File: src/smda_ram.sv
// Generic single-port write, single-port registered read RAM.
// No dependencies.
module smda_ram #(
  parameter int WIDTH = 8,
  parameter int DEPTH = 256
) (
  input  logic                     clk,
  input  logic                     we,
  input  logic [$clog2(DEPTH)-1:0] waddr,
  input  logic [WIDTH-1:0]         wdata,
  input  logic [$clog2(DEPTH)-1:0] raddr,
  output logic [WIDTH-1:0]         rdata
);
  logic [WIDTH-1:0] mem [DEPTH];

  always_ff @(posedge clk) begin
    if (we) mem[waddr] <= wdata;
    rdata <= mem[raddr];
  end
endmodule

File: config.mk
export PLATFORM = sky130hd
export DESIGN_NAME = smda_ram
export DESIGN_NICKNAME = d
export VERILOG_FILES = /design/src/smda_ram.sv
export SDC_FILE = /design/constraint.sdc
export NUM_CORES = 2
export LEC_CHECK = 0
export ABC_CLOCK_PERIOD_IN_PS = 2000
export BUFFER_PORTS_ARGS = -buffer_cell sky130_fd_sc_hd__buf_2
export CORE_AREA = 4 4 539 381
export DETAILED_ROUTE_END_ITERATION = 16
export DIE_AREA = 0 0 543 385
export SYNTH_ARGS = -nofsm -noshare
export SYNTH_HDL_FRONTEND = slang
export SYNTH_SLANG_ARGS = --single-unit
File: constraint.sdc
create_clock -name clk -period 2 [get_ports clk]
set_input_delay 0.1 -clock clk [delete_from_list [all_inputs] [get_ports clk]]
set_output_delay 0.1 -clock clk [all_outputs]
set_load 0.05 [all_outputs]
-- Yosys cells after proc, flatten, opt, wreduce, memory -nomap -nowiden
Memory sizes are Yosys's and may differ from the RTL's. A register that Yosys moved wholly into a read port is not among the register bits.
Index checks and enable logic that the tools add are counted.
- memory bits (read-only): 0
- register bits: 0
- logic and storage cells: 3
- output and inout port bits: 8
- memories: 1
- memory bits (writable): 2048
- bits in latches: 0
- memory list (name ; words ; width ; read ports ; clocked after memory_dff ; wr ports ; RTL line ; RTL):
    mem ; 256 ; 8 ; 1 ; 1 ; 1 ; 14 ; logic [WIDTH-1:0] mem [DEPTH];
- divide/modulo/power cells: 0
- $mul: 0
- equality and inequality tests: 0
- shifts and indexed selects: 0
- bitwise operators: 0
- $lt $le $gt $ge: 0
- multiplexer cells: 2
- reduce and logical (&&, ||, !) cells: 0
- $add $sub $neg: 0
- operator list (kind ; number):
    2-to-1 mux 1 bit ; 2

-- Longest topological paths before layout
- depth after elaboration: 2
- depth in mapped cells: 11
- depth with buffers taken out: 6

-- Least setup slack after synthesis
OpenSTA, ideal clock, no wires.
- kind: input-to-reg
- start point: input raddr[0]
- end point: register rdata[2] (read register of mem)
- required time: 1869 ps
- path slack: -38 ps
- arrival time: 1907 ps
- buffers on the path: 4
- cell stages on the path: 9
- path through: buf_6 buf_12 buf_8 buf_2 mux4_2 a22oi_1 a21oi_1 nor4_1 nor4_2
- RTL lines (item ; RTL line ; RTL):
    from (decl) ; 11 ; input logic [$clog2(DEPTH)-1:0] raddr,
    to (decl) ; 12 ; output logic [WIDTH-1:0] rdata

==> impl_metrics.tcl <==
set metrics [dict create \
    routabilityCongestion 0.844 \
    post-route-util 0.476 \
    start_util 0.397 \
    min_from "waddr[7]" \
    drt.antenna.violating_nets 0 \
    p_total_uw 89800 \
    avgViaCountPerCell 5.64 \
    track_usage 0.199 \
    peakVddDrop_uv 811 \
    crit_path_start_kind "register" \
    slew_headroom 0.353 \
    coreArea_mm2 0.201 \
    area_delta_synth_final_pct 20.1 \
    syn_nets 3759 \
    fin_crit_ns 2.22 \
    portBuffers 33 \
    instances_no_fill 7326 \
    syn_area_per_cell_um2 21.3 \
    grt_pass1_vias 40728 \
    timing.fmax_mhz 450 \
    min_path_type "in -> reg" \
    grt_pass1_wl_mm 300 \
    drc 0 \
    leakagePower_uw 0.0309 \
    post_cts_buffers 0 \
    placed_cell_area_mm2 0.0887 \
    cts_tree "built" \
    dieArea_mm2 0.209 \
    htree_num_levels 4 \
    fin_area_mm2 0.0956 \
    grt_max_degree 99 \
    nets 4533 \
    crit-reg2reg-launch "mem[26][5]" \
    hold_viol 0 \
    clockRootBuffer "clkbuf_16" \
    startpoint "mem[26][5]" \
    dp.cells 6967 \
    fillers 16455 \
    hpwl_mm 139 \
    setup_ws_ns -0.221 \
    maxCapViolations 0 \
    path_max_fanout 1 \
    num_vias 41341 \
    clock_latency_ns 0.84 \
    p_sw_frac 0.213 \
    status "finished, violations left" \
    power_frac_comb 0.061 \
    postSynthCellCount 3733 \
    cts_buffer_depth 4 \
    routedWlPerCell_um 28.6 \
    pwr-share-seq 0.530 \
    end_kind "register" \
    synth_area_mm2 0.0796 \
    drtIter0Drc 5110 \
    drv_slew 0 \
    power.density_mw_per_mm2 939 \
    fp-row-count 138 \
    overflow 0 \
    fin_crit_sh 1.11 \
    drive_above_1_share 0.344 \
    drt-total-wl_mm 210 \
    dp_slack_ns -1.37 \
    die_w_um 543 \
    synth.distinct_cells 55 \
    cts.sinks 2056 \
    synth-seq-cells 2056 \
    antenna_found_initial 11 \
    yosys_warnings 0 \
    cp.arrival_ns 2.93 \
    cp.required_ns 2.71 \
    p_clk_frac 0.410 \
    finalSetupViolCount 8 \
    switching_power_uw 19100 \
    clkSlewWorstSetupHoldPaths_ns 0.06 \
    dieHeight_um 385 \
    internal_power_uw 70600 \
    yosysSeqAreaShare 0.775 \
    setup.worst_path.class "reg -> reg" \
    fin_worst_skew_ns 0.0411 \
    worstMarginPinSlew_ns 0.971 \
    rsz0062_at_grt "true" \
    dr.pass1.iters 6 \
    cts_made_buffers 194 \
    violations "negative setup slack" \
    io_pins 34 \
]
## layout make-up
class	count	area (um2)	area share
timing repair buffer	811	7330	0.0767
multi-input combinational	1442	17000	0.178
sequential	2056	61700	0.645
tap	2660	3330	0.0348
inverter	2	7.51	0.0000785
clock buffer	229	5030	0.0526
antenna	6	15.0	0.000157
clock inverter	120	1220	0.0128
## layout by cell type, fill, tap and decap left out, types with 7 or more instances in the layout
master | synthesis | routed
edfxtp_1 | 2048 | 2048
buf_4 | 27 | 672
mux4_2 | 454 | 455
nor2_1 | 282 | 278
clkbuf_16 | 0 | 196
mux2i_1 | 134 | 134
a22oi_1 | 133 | 124
buf_12 | 8 | 95
a21oi_1 | 96 | 91
clkinv_1 | 1 | 48
o221ai_1 | 46 | 46
clkinv_2 | 0 | 36
nand2_1 | 33 | 33
clkbuf_1 | 111 | 33
nand3_1 | 34 | 32
o22ai_1 | 28 | 28
nor2b_1 | 31 | 25
bufinv_16 | 0 | 23
buf_2 | 31 | 21
nor4_1 | 24 | 13
nor3_1 | 22 | 13
a211oi_1 | 16 | 11
dlygate4sd3_1 | 0 | 11
nand4_1 | 10 | 10
o211ai_1 | 10 | 10
a22oi_2 | 0 | 9
o21ai_0 | 10 | 9
buf_8 | 13 | 9
nor4_2 | 3 | 8
dfxtp_1 | 8 | 8
nand2b_1 | 8 | 7
nor3_4 | 0 | 7
a221oi_1 | 13 | 7
## cell usage after synthesis, drive strengths merged
cell type     n  share of area
a2111oi       5        0.00066
a211oi       16         0.0015
a21boi        1       0.000094
a21oi        96         0.0060
a221oi       14         0.0016
a22o          8        0.00088
a22oi       133          0.013
a311oi        2        0.00022
a31oi         2        0.00016
and2          6        0.00047
and3          1       0.000079
and3b         2        0.00022
buf         122          0.013
clkbuf      111         0.0052
clkinv        1       0.000047
dfxtp         8         0.0020
edfxtp     2048           0.77
inv           1       0.000047
mux2          1        0.00014
mux2i       134          0.017
mux4        456           0.13
nand2        33         0.0016
nand2b        8        0.00063
nand3        34         0.0021
nand3b        2        0.00019
nand4        10        0.00079
nor2        282          0.013
nor2b        31         0.0024
nor3         22         0.0014
nor3b         1       0.000094
nor4         27         0.0024
nor4b         1        0.00011
o211ai       10        0.00094
o21ai        12        0.00075
o221ai       47         0.0053
o22a          5        0.00055
o22ai        28         0.0022
o311ai        1        0.00011
o32ai         5        0.00064
or2           4        0.00031
or2b          1       0.000094
or3b          1        0.00011
## worst max-delay path: stages, from the launching register on
cell	delay (ns)
edfxtp_1	0.37
mux4_2	0.46
a22o_1	0.24
a221oi_2	0.23
o221ai_1	0.17
a211oi_2	0.39
buf_4	0.20
nor4_1	0.04
## kinds of logic after synthesis
| kind of cell | count (synthesis) | share of synthesized area |
|---|---|---|
| AOI/OAI and AO/OA | 385 | 0.0342 |
| buffers and inverters | 235 | 0.0183 |
| and+or+nand+nor | 466 | 0.0263 |
| DFF | 2056 | 0.775 |
| muxes | 591 | 0.146 |
## worst paths after layout
path | endpoint | slack, ns | depth (start not counted)
setup / recovery | rdata[5] | -0.22 | 7
hold / removal | mem[102][3] | 0.07 | 4
setup reg to reg | rdata[5] | -0.22 | 7
hold reg to reg | rdata[7] | 1.09 | 7
## sequential cells by signal, summed over array words and instances, names as in the netlist
signal / count
rdata: 8
mem: 2048
## power by group through the flow
stage | Clock, uW | Combinational [uW] | Sequential (uW)
6_report | 36800 | 5450 | 47500
5_1_grt | 39300 | 5740 | 47500
4_1_cts | 37400 | 5410 | 47500
3_5_place_dp | 0 | 5300 | 48500
3_3_place_gp | 0 | 5240 | 48500
2_1_floorplan | 0 | 2320 | 48600
## repair_timing
item                                     CTS  global route
hold endpoints to repair                1650             0
endpoints found under the setup margin     8             8
gates resized for setup                   53            36
hold buffers                              11             0
pin swaps                                 18            25
## routing by layer
metal | GRT usage | part of all wire | vias up
li1 | - | - | 17275
met1 | 0.303 | 0.44 | 21826
met2 | 0.280 | 0.43 | 1969
met3 | 0.0609 | 0.11 | 271
met4 | 0.0486 | 0.023 | 0
met5 | 0 | 0 | -
## through the flow
stage | hold slack (ns) | TNS, ns
3_5_place_dp | 0.379 | -9.26
3_3_place_gp | 0.376 | -9.19
4_1_cts | 0.00240 | -1.69
2_1_floorplan | 0.199 | 0
5_1_grt | 0.0608 | -1.72
6_report | 0.0747 | -1.28
No activity file was read; power rests on OpenSTA's default activity.
